### src/sv/jac_pkg.sv
// Shared widths, register indexes and constants for the joystick conditioner.
`timescale 1ns / 1ps

package jac_pkg;

    localparam int RAW_W   = 16;
    localparam int VAL_W   = 11;
    localparam int TIME_W  = 32;
    localparam int DELAY_W = 16;
    localparam int CTR_W   = 15;
    localparam int DZ_W    = 14;
    localparam int CFG_W   = 16;
    localparam int IDX_W   = 3;
    localparam int EXT_W   = 18;
    localparam int DIFF_W  = 15;
    localparam int QUO_W   = 10;
    localparam int NUM_W   = DIFF_W + QUO_W;
    localparam int IN_W    = 72;
    localparam int OUT_W   = 32;

    localparam logic [IDX_W-1:0] CFG_CENTER   = 3'd0;
    localparam logic [IDX_W-1:0] CFG_DEADZONE = 3'd1;
    localparam logic [IDX_W-1:0] CFG_RAW_MIN  = 3'd2;
    localparam logic [IDX_W-1:0] CFG_RAW_MAX  = 3'd3;
    localparam logic [IDX_W-1:0] CFG_DEBOUNCE = 3'd4;

    localparam logic [CTR_W-1:0]   RST_CENTER   = 15'd11870;
    localparam logic [DZ_W-1:0]    RST_DEADZONE = 14'd600;
    localparam logic [CTR_W-1:0]   RST_RAW_MIN  = 15'd0;
    localparam logic [CTR_W-1:0]   RST_RAW_MAX  = 15'd23500;
    localparam logic [DELAY_W-1:0] RST_DEBOUNCE = 16'd50;

    localparam logic [QUO_W-1:0] SCALE      = 10'd999;
    localparam logic [VAL_W-1:0] VAL_CENTER = 11'd1000;
    localparam logic [VAL_W-1:0] VAL_UPPER  = 11'd1001;
    localparam logic [VAL_W-1:0] VAL_MAX    = 11'd2000;

endpackage

### src/sv/jac_div.sv
// Restoring divider, one quotient bit per cycle, shared by both axes.
`timescale 1ns / 1ps

module jac_div (
    input  logic                        i_clk,
    input  logic                        i_rst_n,
    input  logic                        i_start,
    input  logic [jac_pkg::NUM_W-1:0]   i_num,
    input  logic [jac_pkg::DIFF_W-1:0]  i_den,
    output logic                        o_done,
    output logic [jac_pkg::QUO_W-1:0]   o_quo
);

    localparam int CNT_W = $clog2(jac_pkg::QUO_W + 1);

    logic [jac_pkg::NUM_W-1:0] r_rem;
    logic [jac_pkg::NUM_W-1:0] r_dsh;
    logic [jac_pkg::QUO_W-1:0] r_quo;
    logic [CNT_W-1:0]          r_cnt;
    logic                      r_done;
    logic                      n_ge;

    // The quotient is known to stay below 2^QUO_W, so the divisor starts
    // shifted up by QUO_W-1 and walks down one bit per step.
    assign n_ge = (r_rem >= r_dsh);

    always_ff @(posedge i_clk) begin
        if (!i_rst_n) begin
            r_cnt  <= '0;
            r_done <= 1'b0;
        end else if (i_start) begin
            r_rem  <= i_num;
            r_dsh  <= {1'b0, i_den, {(jac_pkg::QUO_W - 1){1'b0}}};
            r_quo  <= '0;
            r_cnt  <= CNT_W'(jac_pkg::QUO_W);
            r_done <= 1'b0;
        end else if (r_cnt != '0) begin
            if (n_ge) begin
                r_rem <= r_rem - r_dsh;
            end
            r_dsh  <= r_dsh >> 1;
            r_quo  <= {r_quo[jac_pkg::QUO_W-2:0], n_ge};
            r_cnt  <= r_cnt - CNT_W'(1);
            r_done <= (r_cnt == CNT_W'(1));
        end else begin
            r_done <= 1'b0;
        end
    end

    assign o_done = r_done;
    assign o_quo  = r_quo;

endmodule

### src/sv/jac_debounce.sv
// Timestamp debounce and release detection for one button.
`timescale 1ns / 1ps

module jac_debounce (
    input  logic                         i_clk,
    input  logic                         i_rst_n,
    input  logic                         i_en,
    input  logic                         i_level,
    input  logic [jac_pkg::TIME_W-1:0]   i_now_ms,
    input  logic [jac_pkg::DELAY_W-1:0]  i_delay_ms,
    output logic                         o_pressed,
    output logic                         o_click
);

    logic                        r_prev;
    logic [jac_pkg::TIME_W-1:0]  r_stamp;
    logic                        r_stable;
    logic                        r_click;
    logic                        n_pressed;
    logic [jac_pkg::TIME_W-1:0]  n_stamp;
    logic [jac_pkg::TIME_W-1:0]  n_elapsed;
    logic                        n_stable;

    // The pin is pulled up, so a low level means the button is held.
    always_comb begin
        n_pressed = ~i_level;
        n_stamp   = (n_pressed != r_prev) ? i_now_ms : r_stamp;
        n_elapsed = i_now_ms - n_stamp;
        n_stable  = (n_elapsed > {{(jac_pkg::TIME_W - jac_pkg::DELAY_W){1'b0}}, i_delay_ms})
                    ? n_pressed : r_stable;
    end

    always_ff @(posedge i_clk) begin
        if (!i_rst_n) begin
            r_prev   <= 1'b0;
            r_stamp  <= '0;
            r_stable <= 1'b0;
            r_click  <= 1'b0;
        end else if (i_en) begin
            r_prev   <= n_pressed;
            r_stamp  <= n_stamp;
            r_stable <= n_stable;
            r_click  <= r_stable & ~n_stable;
        end
    end

    assign o_pressed = r_stable;
    assign o_click   = r_click;

endmodule

### src/sv/joystick_axis_and_button_conditioner.sv
// An input beat is taken in S_IDLE; each axis then goes through S_PREP, and an axis outside
// the center band with a positive span also goes through S_LOAD and S_DIV, before S_DONE
// loads the result beat. A new beat is taken only back in S_IDLE, once the result is loaded;
// the divided axes go through the shared 10-step divider one after the other.
// Reset (synchronous, active low) restores the default calibration, clears the button
// debounce state and empties the output register.
`timescale 1ns / 1ps

module joystick_axis_and_button_conditioner (
    input  logic                          i_clk,
    input  logic                          i_rst_n,
    // Input beat, from bit 0: left_axis_raw[15:0], right_axis_raw[15:0],
    // left_button_level, right_button_level, now_ms[31:0], zero fill.
    input  logic [jac_pkg::IN_W-1:0]      i_s_axis_tdata,
    input  logic                          i_s_axis_tvalid,
    output logic                          o_s_axis_tready,
    // Result beat, from bit 0: left_axis_value[10:0], right_axis_value[10:0],
    // left_pressed, right_pressed, left_click, right_click, zero fill.
    output logic [jac_pkg::OUT_W-1:0]     o_m_axis_tdata,
    output logic                          o_m_axis_tvalid,
    input  logic                          i_m_axis_tready,
    input  logic                          i_cfg_wr_en,
    input  logic [jac_pkg::IDX_W-1:0]     i_cfg_index,
    input  logic [jac_pkg::CFG_W-1:0]     i_cfg_wdata
);

    typedef enum logic [2:0] {
        S_IDLE,
        S_PREP,
        S_LOAD,
        S_DIV,
        S_DONE
    } t_state;

    t_state r_state;
    logic   r_axis_sel;
    logic   r_out_valid;

    logic [jac_pkg::CTR_W-1:0]   r_center;
    logic [jac_pkg::DZ_W-1:0]    r_dead_zone;
    logic [jac_pkg::CTR_W-1:0]   r_raw_min;
    logic [jac_pkg::CTR_W-1:0]   r_raw_max;
    logic [jac_pkg::DELAY_W-1:0] r_delay;

    logic signed [jac_pkg::RAW_W-1:0] r_left_raw;
    logic signed [jac_pkg::RAW_W-1:0] r_right_raw;
    logic signed [jac_pkg::EXT_W-1:0] r_lo;
    logic signed [jac_pkg::EXT_W-1:0] r_hi;
    logic signed [jac_pkg::EXT_W-1:0] r_den_lo;
    logic signed [jac_pkg::EXT_W-1:0] r_den_hi;
    logic [jac_pkg::DIFF_W-1:0]       r_diff;
    logic [jac_pkg::DIFF_W-1:0]       r_den;
    logic                             r_upper;
    logic [jac_pkg::VAL_W-1:0]        r_left_val;
    logic [jac_pkg::VAL_W-1:0]        r_right_val;
    logic [jac_pkg::OUT_W-1:0]        r_out_data;

    logic                             n_accept;
    logic                             n_out_take;
    logic                             n_out_load;
    logic signed [jac_pkg::EXT_W-1:0] n_lo;
    logic signed [jac_pkg::EXT_W-1:0] n_hi;
    logic signed [jac_pkg::EXT_W-1:0] n_min;
    logic signed [jac_pkg::EXT_W-1:0] n_max;
    logic signed [jac_pkg::EXT_W-1:0] n_v;
    logic                             n_below;
    logic                             n_fixed;
    logic signed [jac_pkg::EXT_W-1:0] n_diff;
    logic [jac_pkg::DIFF_W-1:0]       n_den;
    logic [jac_pkg::NUM_W-1:0]        n_num;
    logic [jac_pkg::VAL_W-1:0]        n_div_val;

    logic                             div_start;
    logic                             div_done;
    logic [jac_pkg::QUO_W-1:0]        div_quo;
    logic                             left_pressed;
    logic                             right_pressed;
    logic                             left_click;
    logic                             right_click;

    function automatic logic signed [jac_pkg::EXT_W-1:0] EXT_SEXT(
        input logic signed [jac_pkg::RAW_W-1:0] raw
    );
        return {{(jac_pkg::EXT_W - jac_pkg::RAW_W){raw[jac_pkg::RAW_W-1]}}, raw};
    endfunction

    assign n_accept   = i_s_axis_tvalid & o_s_axis_tready;
    assign n_out_take = r_out_valid & i_m_axis_tready;
    assign n_out_load = (r_state == S_DONE) & (~r_out_valid | i_m_axis_tready);

    always_ff @(posedge i_clk) begin
        if (!i_rst_n) begin
            r_center    <= jac_pkg::RST_CENTER;
            r_dead_zone <= jac_pkg::RST_DEADZONE;
            r_raw_min   <= jac_pkg::RST_RAW_MIN;
            r_raw_max   <= jac_pkg::RST_RAW_MAX;
            r_delay     <= jac_pkg::RST_DEBOUNCE;
        end else if (i_cfg_wr_en) begin
            case (i_cfg_index)
                jac_pkg::CFG_CENTER:   r_center    <= i_cfg_wdata[jac_pkg::CTR_W-1:0];
                jac_pkg::CFG_DEADZONE: r_dead_zone <= i_cfg_wdata[jac_pkg::DZ_W-1:0];
                jac_pkg::CFG_RAW_MIN:  r_raw_min   <= i_cfg_wdata[jac_pkg::CTR_W-1:0];
                jac_pkg::CFG_RAW_MAX:  r_raw_max   <= i_cfg_wdata[jac_pkg::CTR_W-1:0];
                jac_pkg::CFG_DEBOUNCE: r_delay     <= i_cfg_wdata;
                default: ;
            endcase
        end
    end

    // Band edges and spans depend only on calibration, so they are formed once per beat.
    always_comb begin
        n_min = $signed({3'b000, r_raw_min});
        n_max = $signed({3'b000, r_raw_max});
        n_lo  = $signed({3'b000, r_center}) - $signed({4'b0000, r_dead_zone});
        n_hi  = $signed({3'b000, r_center}) + $signed({4'b0000, r_dead_zone});
    end

    // Classify the selected sample and form the clamped offset and the span.
    always_comb begin
        n_v     = r_axis_sel ? EXT_SEXT(r_right_raw) : EXT_SEXT(r_left_raw);
        n_below = (n_v < r_lo);
        if (n_below) begin
            n_fixed = (r_den_lo <= 0);
            n_diff  = (n_v < n_min) ? '0 : n_v - n_min;
            n_den   = r_den_lo[jac_pkg::DIFF_W-1:0];
        end else begin
            n_fixed = (r_den_hi <= 0) || (n_v <= r_hi);
            n_diff  = (n_v > n_max) ? r_den_hi : n_v - r_hi;
            n_den   = r_den_hi[jac_pkg::DIFF_W-1:0];
        end
    end

    assign n_num     = {{jac_pkg::QUO_W{1'b0}}, r_diff} * {{jac_pkg::DIFF_W{1'b0}}, jac_pkg::SCALE};
    assign n_div_val = r_upper ? ({1'b0, div_quo} + jac_pkg::VAL_UPPER) : {1'b0, div_quo};
    assign div_start = (r_state == S_LOAD);

    always_ff @(posedge i_clk) begin
        if (!i_rst_n) begin
            r_state     <= S_IDLE;
            r_axis_sel  <= 1'b0;
            r_out_valid <= 1'b0;
        end else begin
            if (n_out_load) begin
                r_out_valid <= 1'b1;
            end else if (n_out_take) begin
                r_out_valid <= 1'b0;
            end
            case (r_state)
                S_IDLE: begin
                    if (n_accept) begin
                        r_left_raw  <= i_s_axis_tdata[15:0];
                        r_right_raw <= i_s_axis_tdata[31:16];
                        r_lo        <= n_lo;
                        r_hi        <= n_hi;
                        r_den_lo    <= n_lo - n_min;
                        r_den_hi    <= n_max - n_hi;
                        r_axis_sel  <= 1'b0;
                        r_state     <= S_PREP;
                    end
                end
                S_PREP: begin
                    r_diff  <= n_diff[jac_pkg::DIFF_W-1:0];
                    r_den   <= n_den;
                    r_upper <= ~n_below;
                    if (!n_fixed) begin
                        r_state <= S_LOAD;
                    end else if (!r_axis_sel) begin
                        r_left_val <= jac_pkg::VAL_CENTER;
                        r_axis_sel <= 1'b1;
                    end else begin
                        r_right_val <= jac_pkg::VAL_CENTER;
                        r_state     <= S_DONE;
                    end
                end
                S_LOAD: begin
                    r_state <= S_DIV;
                end
                S_DIV: begin
                    if (div_done) begin
                        if (!r_axis_sel) begin
                            r_left_val <= n_div_val;
                            r_axis_sel <= 1'b1;
                            r_state    <= S_PREP;
                        end else begin
                            r_right_val <= n_div_val;
                            r_state     <= S_DONE;
                        end
                    end
                end
                S_DONE: begin
                    // The result register is loaded only once the previous beat has left.
                    if (n_out_load) begin
                        r_out_data <= {6'b000000, right_click, left_click,
                                       right_pressed, left_pressed,
                                       r_right_val, r_left_val};
                        r_state    <= S_IDLE;
                    end
                end
                default: r_state <= S_IDLE;
            endcase
        end
    end

    jac_div u_div (
        .i_clk   (i_clk),
        .i_rst_n (i_rst_n),
        .i_start (div_start),
        .i_num   (n_num),
        .i_den   (r_den),
        .o_done  (div_done),
        .o_quo   (div_quo)
    );

    jac_debounce u_left_btn (
        .i_clk      (i_clk),
        .i_rst_n    (i_rst_n),
        .i_en       (n_accept),
        .i_level    (i_s_axis_tdata[32]),
        .i_now_ms   (i_s_axis_tdata[65:34]),
        .i_delay_ms (r_delay),
        .o_pressed  (left_pressed),
        .o_click    (left_click)
    );

    jac_debounce u_right_btn (
        .i_clk      (i_clk),
        .i_rst_n    (i_rst_n),
        .i_en       (n_accept),
        .i_level    (i_s_axis_tdata[33]),
        .i_now_ms   (i_s_axis_tdata[65:34]),
        .i_delay_ms (r_delay),
        .o_pressed  (right_pressed),
        .o_click    (right_click)
    );

    assign o_s_axis_tready = (r_state == S_IDLE);
    assign o_m_axis_tvalid = r_out_valid;
    assign o_m_axis_tdata  = r_out_data;

    // The divider only finishes while the sequencer waits for it.
    a_div_done_in_div: assert property (@(posedge i_clk) disable iff (!i_rst_n)
        div_done |-> (r_state == S_DIV))
        else $error("divider finished outside the divide state");

    // A result beat is loaded only from the final state of an item.
    a_out_from_done: assert property (@(posedge i_clk) disable iff (!i_rst_n)
        $rose(r_out_valid) |-> $past(r_state == S_DONE))
        else $error("result beat appeared without a finished item");

    // Mapped axis values never leave the 0..2000 range.
    a_axis_range: assert property (@(posedge i_clk) disable iff (!i_rst_n)
        r_out_valid |-> (r_out_data[10:0] <= jac_pkg::VAL_MAX)
                        && (r_out_data[21:11] <= jac_pkg::VAL_MAX))
        else $error("mapped axis value out of range");

    // A click is a release, so the button cannot be reported held at the same time.
    a_click_released: assert property (@(posedge i_clk) disable iff (!i_rst_n)
        r_out_valid |-> !(r_out_data[24] && r_out_data[22])
                        && !(r_out_data[25] && r_out_data[23]))
        else $error("click reported while the button is held");

endmodule

### config.mk
export PLATFORM = sky130hd
export DESIGN_NAME = joystick_axis_and_button_conditioner
export DESIGN_NICKNAME = d
export VERILOG_FILES = /design/src/sv/jac_pkg.sv /design/src/sv/jac_div.sv /design/src/sv/jac_debounce.sv /design/src/sv/joystick_axis_and_button_conditioner.sv
export SDC_FILE = /design/constraint.sdc
export NUM_CORES = 1
export LEC_CHECK = 0
export BUFFER_PORTS_ARGS = -buffer_cell sky130_fd_sc_hd__buf_2
export CORE_MARGIN = 5
export CORE_UTILIZATION = 45
export CTS_BUF_LIST = sky130_fd_sc_hd__clkbuf_4 sky130_fd_sc_hd__clkbuf_8
export CTS_CLUSTER_DIAMETER = 120
export DETAILED_ROUTE_END_ITERATION = 8
export SYNTH_ARGS = -nofsm -noshare
export SYNTH_HDL_FRONTEND = slang
export SYNTH_SLANG_ARGS = --single-unit
### constraint.sdc
create_clock -name i_clk -period 8.2 [get_ports i_clk]
set_input_delay 0.82 -clock i_clk [delete_from_list [all_inputs] [get_ports i_clk]]
set_output_delay 0.82 -clock i_clk [all_outputs]
set_load 0.01 [all_outputs]
==> results of run 1 <==
[power groups by stage]
stage          logic [uW]  registers, uW  clock network [uW]
6_report             5750           2440                1950
4_1_cts              5730           2440                2020
3_5_place_dp         5670           2480                   0
5_1_grt              6530           2460                2100
3_3_place_gp         5520           2470                   0
2_1_floorplan        4470           2440                   0
[sequential cells by signal, indices dropped and copies added (netlist names), 17 cells and up]
signal and flops:
o_m_axis_tdata 26, r_den_hi 17, u_div.r_rem 25, r_den_lo 17
u_left_btn.r_stamp 32, u_right_btn.r_stamp 32, u_div.r_dsh 24
[metal layers]
metal	routed length (um)	global-route usage	vias to the layer above
met4	2780	0.0773	0
met5	0	0	-
met3	3360	0.0322	140
li1	-	-	11067
met1	33400	0.284	10641
met2	33400	0.340	557
[area by class of cell]
cell class              count  area (sq um)  area share
diodes                      2          5.00    0.000159
clock buffers             103          1270      0.0404
clock inverters            26           208     0.00659
inverters                 325          1220      0.0387
multi-input cells        2244         16900       0.535
flip-flops and latches    390         10200       0.322
well taps                 846          1060      0.0336
repair buffers            137           738      0.0234
[path summary, 6_finish.rpt]
kind / slack (ns) / start / cells after the start / end
max reg2reg: 1.80 / r_diff[1]$_DFFE_PP_ / 18 / u_div.r_rem[23]$_DFFE_PP_
max: 1.80 / r_diff[1]$_DFFE_PP_ / 18 / u_div.r_rem[23]$_DFFE_PP_
min: 0.34 / i_s_axis_tdata[6] / 1 / r_left_raw[6]$_DFFE_PP_
min reg2reg: 0.42 / r_left_val[8]$_DFFE_PP_ / 0 / o_m_axis_tdata[8]$_DFFE_PP_
[critical path: stages, from the launching register on]
cell      delay, ns
edfxtp_1       0.47
fa_1           0.67
fa_1           0.47
fa_1           0.52
fa_1           0.54
inv_1          0.05
fa_1           0.49
inv_1          0.04
ha_1           0.32
o21a_1         0.15
and3_1         0.20
a21oi_1        0.24
a21oi_1        0.14
o41ai_1        0.62
o21ai_0        0.30
or4_1          0.46
a31oi_1        0.21
xor2_1         0.15
o21ai_0        0.08
[Yosys cell counts (49+ instances only)]
cell type,count,share of area
nand2_1,387,0.051
inv_1,324,0.043
ha_1,310,0.14
edfxtp_1,235,0.25
a21oi_1,173,0.030
nor2_1,171,0.022
dfxtp_1,155,0.11
o21ai_0,148,0.026
xnor2_1,99,0.030
clkbuf_1,89,0.012
fa_1,81,0.057
mux2i_1,79,0.028
a21boi_0,77,0.020
o211a_1,63,0.022
nand3_1,56,0.0098
xor2_1,50,0.015
nor3_1,49,0.0086
[cell families (layout without fill, tap and decap cells)]
kind of cell	count (synthesis)	in the layout
flip-flops	390	390
other	1	8
XOR/XNOR	149	149
multiplexers	100	100
adder cells (fa/ha/maj)	391	391
AO/OA/AOI/OAI	730	730
AND/OR/NAND/NOR	868	868
buffers and inverters	427	591
[through the flow]
stage               power, uW  worst slack (ns)   util  hold WS, ns  cells
finish                  10100              1.80  0.501        0.337   4073
global route            11100              1.44  0.501        0.281   4072
CTS                     10200              1.84  0.501        0.275   4071
detailed placement       8150              1.40  0.477        0.411   3942
global placement         7990              1.45  0.477        0.412   3942
floorplan                6910              2.29      -        0.400   3061
==> metrics.yaml, run 1 <==
htreeDepth: 3
power.internal_uw: 5870
nets: 3658
hold_viol_final: 0
crit_required_ns: 8.57
setup_viol: 0
rows: 92
place_area_sq_um: 30000
fmax_ghz: 0.156
rsz0062_at_grt: "no"
p_sw_frac: 0.422
start_util: 0.454
seq_area_frac_synth: 0.355
syn_area_sq_um: 28600
core_area_sq_um: 63000
routedWlPerCell_um: 17.9
ant_nets: 0
routed_via_density: 5.50
tns_ns: 0
cts.clk_slew.worst_paths_ns: 0.06
grt_pass1_vias: 22157
drv_cap: 0
avgSynthCellArea_sq_um: 9.36
vias: 22405
netlist_instances: 3056
slew_headroom: 0.199
synth_top_family_by_area: "adder cells"
fillers: 5918
synth_edf_count: 235
tightest_slew_ns: 1.20
postCtsHoldBufs: 0
grt_max_degree: 103
insertion_delay_ns: 0.67
drt_iter0_drc: 1403
synth_seq_cells: 390
fin_area_sq_um: 31500
dr.pass1.iters: 6
synth_warnings: 0
end_kind: "flop"
layout_common_cells: "387 x nand2_1, 324 x inv_1, 310 x ha_1"
fin_crit_sh: 0.780
cts_resized: 0
clock-sinks: 390
p_seq_frac: 0.240
synthAdderAreaFrac: 0.192
async_flop_share: 0
yosys.area_share.simple: 0.139
drive_gt1_frac: 0.0964
hold_path.class: "in2reg"
die_x_um: 262
power.density_nw_per_um2: 322
status: "finished, final reports clean"
cp_max_fo: 4
slew_viol_final: 0
syn2layout_area_growth_pct: 10.2
cp-start-kind: "flop"
clock_skew_ns: 0.0383
antenna_found_initial: 1
synth_cell_types: 91
final_common_cell: "nand2_1"
drc: 0
port_buffers: 117
dieArea_sq_um: 68700
grt_pass1_wl_mm: 116
gr-total-overflow: 0
pwr-share-clk: 0.193
gr-usage-all-layers: 0.209
numCtsBuffers: 73
power_frac_comb: 0.567
finalCriticalPeriod_ns: 6.40
worst-endpoint-arrival_ns: 6.76
post-cts-setup-buffer-count: 0
cts_root_buffer: "clkbuf_8"
synthMuxAreaShare: 0.0359
die-height_um: 262
synth_xor_xnor_area_share: 0.0456
cts_tree: "built"
io_pins: 130
vdd_ir_drop_max_v: 0.000414
gp_congestion: 0.929
drt_wl_total_mm: 73.0
p_switching_uw: 4280
synth-compound-area-share: 0.175
crit_type: "reg2reg"
p_leak_uw: 0.0138
clk_path_buf_depth: 3
synth_flop_cell: "edfxtp_1"
dp_hpwl_mm: 57.2
(Power assumes the default switching activity.)
==> inputs of run 2 (changes only) <==
Clock period 8.2 ns to 6.6 ns, I/O delays scaled along.
==> metrics.yaml, run 2 (synthesized netlist as in run 1, its figures left out) <==
drv_cap: 0  # unchanged
r2r-start: "r_diff[2]$_DFFE_PP_"
fillers: 5902  # -0.27%
timing.rr.end: "u_div.r_rem[23]$_DFFE_PP_"
numCtsBuffers: 74  # +1.4%
slew_headroom: 0.217  # +0.0187
slew_viol_final: 0  # unchanged
gp_congestion: 0.890  # -4.2%
power.density_nw_per_um2: 403  # +25%
hp-start: "i_s_axis_tdata[27]"
hold_viol_final: 0  # unchanged
rrSetupSlack_ns: 0.47  # -1.33 ns
gr-usage-all-layers: 0.206  # -0.00325
placed_cells: 3945  # +0.076%
gr-total-overflow: 0  # unchanged
grt_pass1_vias: 22126  # -0.14%
insertion_delay_ns: 0.68  # about the same
cts.clk_slew.worst_paths_ns: 0.06  # about the same
rows: 92  # unchanged
finalCriticalPeriod_ns: 6.13  # -0.266 ns
max_stage_delay_ns: 0.65  # -0.02 ns
postCtsHoldBufs: 0  # unchanged
cp-start-kind: "flop"
crit_slowest_cell: "fa_1"
cpMostUsedCell: "fa_1"
crit_family: "adder cells"
nets: 3662  # +0.11%
port_buffers: 117  # unchanged
die_x_um: 262  # unchanged
grt_max_degree: 99  # -3.9%
end_kind: "flop"
worstPathCellList: "fa_1 -> fa_1 -> fa_1 -> fa_1 -> inv_1 -> fa_1 -> inv_1 -> ha_1 -> o21a_1 -> and3_1 -> a21oi_1 -> a21oi_1 -> o41ai_1 -> buf_4 -> o21ai_0 -> or4_1 -> a31oi_1 -> xor2_1 -> o21ai_0"
antenna_found_initial: 2  # +1
grt_pass1_wl_mm: 114  # -1.4%
crit_required_ns: 6.98  # -1.59 ns
post-cts-setup-buffer-count: 0  # unchanged
start_util: 0.454  # unchanged
clock-sinks: 390  # unchanged
path_buf_inv: 3  # +1
grt_util_met3: 0.0324  # +0.000192
vdd_ir_drop_max_v: 0.000521  # +26%
r2r_cells: 19  # +1
grtUsageMet1: 0.276  # -0.00861
status: "finished, final reports clean"
dieArea_sq_um: 68700  # unchanged
fin_cells: 4082  # +0.22%
fmax_ghz: 0.163  # +4.3%
io_pins: 130  # unchanged
grt.met2_usage: 0.334  # -0.00678
hold_path_depth: 1  # unchanged
drt_iter0_drc: 1368  # -2.5%
core_area_sq_um: 63000  # unchanged
hold_path.class: "in2reg"
clk_path_buf_depth: 3  # unchanged
busiest_layer: "met2"
holdWs_ns: 0.179  # -0.158 ns
ant_nets: 0  # unchanged
cts_resized: 0  # unchanged
syn2layout_area_growth_pct: 10.7
drc: 0  # unchanged
cts_root_buffer: "clkbuf_8"
htreeDepth: 3  # unchanged
dp_hpwl_mm: 56.4  # -1.5%
setup_viol: 0  # unchanged
p_leak_uw: 0.0139  # +0.54%
clock_skew_ns: 0.0350  # -0.00333 ns
dr.pass1.iters: 5  # -1
fin_crit_sh: 0.929  # +0.149
vias: 22153  # -1.1%
drive_gt1_frac: 0.100  # +0.00406
rsz0062_at_grt: "no"
die-height_um: 262  # unchanged
layout_common_cells: "387 x nand2_1, 324 x inv_1, 310 x ha_1"
final_common_cell: "nand2_1"
crit_type: "reg2reg"
tns_ns: 0  # unchanged
cts_tree: "built"
routed_via_density: 5.43  # -1.3%
cp_max_fo: 5  # +1
hold_end: "r_right_raw[11]$_DFFE_PP_"
tightest_slew_ns: 1.17  # -0.0279 ns
worst-endpoint-arrival_ns: 6.51  # -0.25 ns
drt_wl_total_mm: 72.0  # -1.3%
routedWlPerCell_um: 17.6  # -1.6%
[run 2: cell types whose count changed in the layout (fill, tap and decap cells not counted), sizes merged]
cell	previous run	this run
clkbuf	103	104
clkinv	20	23
buf	137	140
clkinvlp	1	2
bufinv	3	4
[run 2: stage by stage]
step	area, sq um	setup WS [ns]	total power, uW	utilization
finish	31700	0.471	12800	0.503
global route	31700	0.161	13900	0.503
CTS	31700	0.443	12800	0.503
global placement	30100	0.552	10000	0.478
floorplan	28600	0.839	8590	-
detailed placement	30100	0.413	10200	0.478
[run 2: worst register-to-register path, stage by stage (launching register included)]
cell	delay, ns
edfxtp_1	0.50
fa_1	0.65
fa_1	0.47
fa_1	0.52
fa_1	0.55
inv_1	0.05
fa_1	0.50
inv_1	0.04
ha_1	0.33
o21a_1	0.15
and3_1	0.20
a21oi_1	0.24
a21oi_1	0.14
o41ai_1	0.31
buf_4	0.19
o21ai_0	0.13
or4_1	0.43
a31oi_1	0.21
xor2_1	0.15
o21ai_0	0.08
[run 2: how the worst max path moves through the flow]
stage,start,to,slack (ns),cells past startpoint
finish,r_diff[2]$_DFFE_PP_,u_div.r_rem[23]$_DFFE_PP_,0.47,19
global route,r_diff[2]$_DFFE_PP_,u_div.r_rem[23]$_DFFE_PP_,0.16,19
CTS,r_diff[2]$_DFFE_PP_,u_div.r_rem[23]$_DFFE_PP_,0.44,19
detailed placement,i_s_axis_tdata[33],u_right_btn.o_click$_SDFFE_PN0P_,0.41,25
global placement,i_s_axis_tdata[33],u_right_btn.o_click$_SDFFE_PN0P_,0.55,25
floorplan,r_diff[1]$_DFFE_PP_,u_div.r_rem[23]$_DFFE_PP_,0.84,18
[run 2: area by class of cell]
cell class	count	area, sq um	share of cell area
repair buffers	140	773	0.0244
diodes	2	5.00	0.000158
well taps	846	1060	0.0334
clock buffers	104	1310	0.0412
inverters	325	1220	0.0385
multi-input cells	2244	16900	0.533
flip-flops and latches	390	10200	0.321
clock inverters	31	283	0.00893
[run 2: power breakdown]
part	leakage, uW	internal, uW	switching (uW)	total, uW
logic	0.00972	3130	4070	7200
clock network	0.000837	1450	1090	2530
registers	0.00337	2900	133	3030
[run 2: per-layer routing]
layer,up-vias,part of all wire
li1,11090,-
met1,10447,0.46
met3,145,0.040
met4,0,0.044
met2,471,0.46
met5,-,0
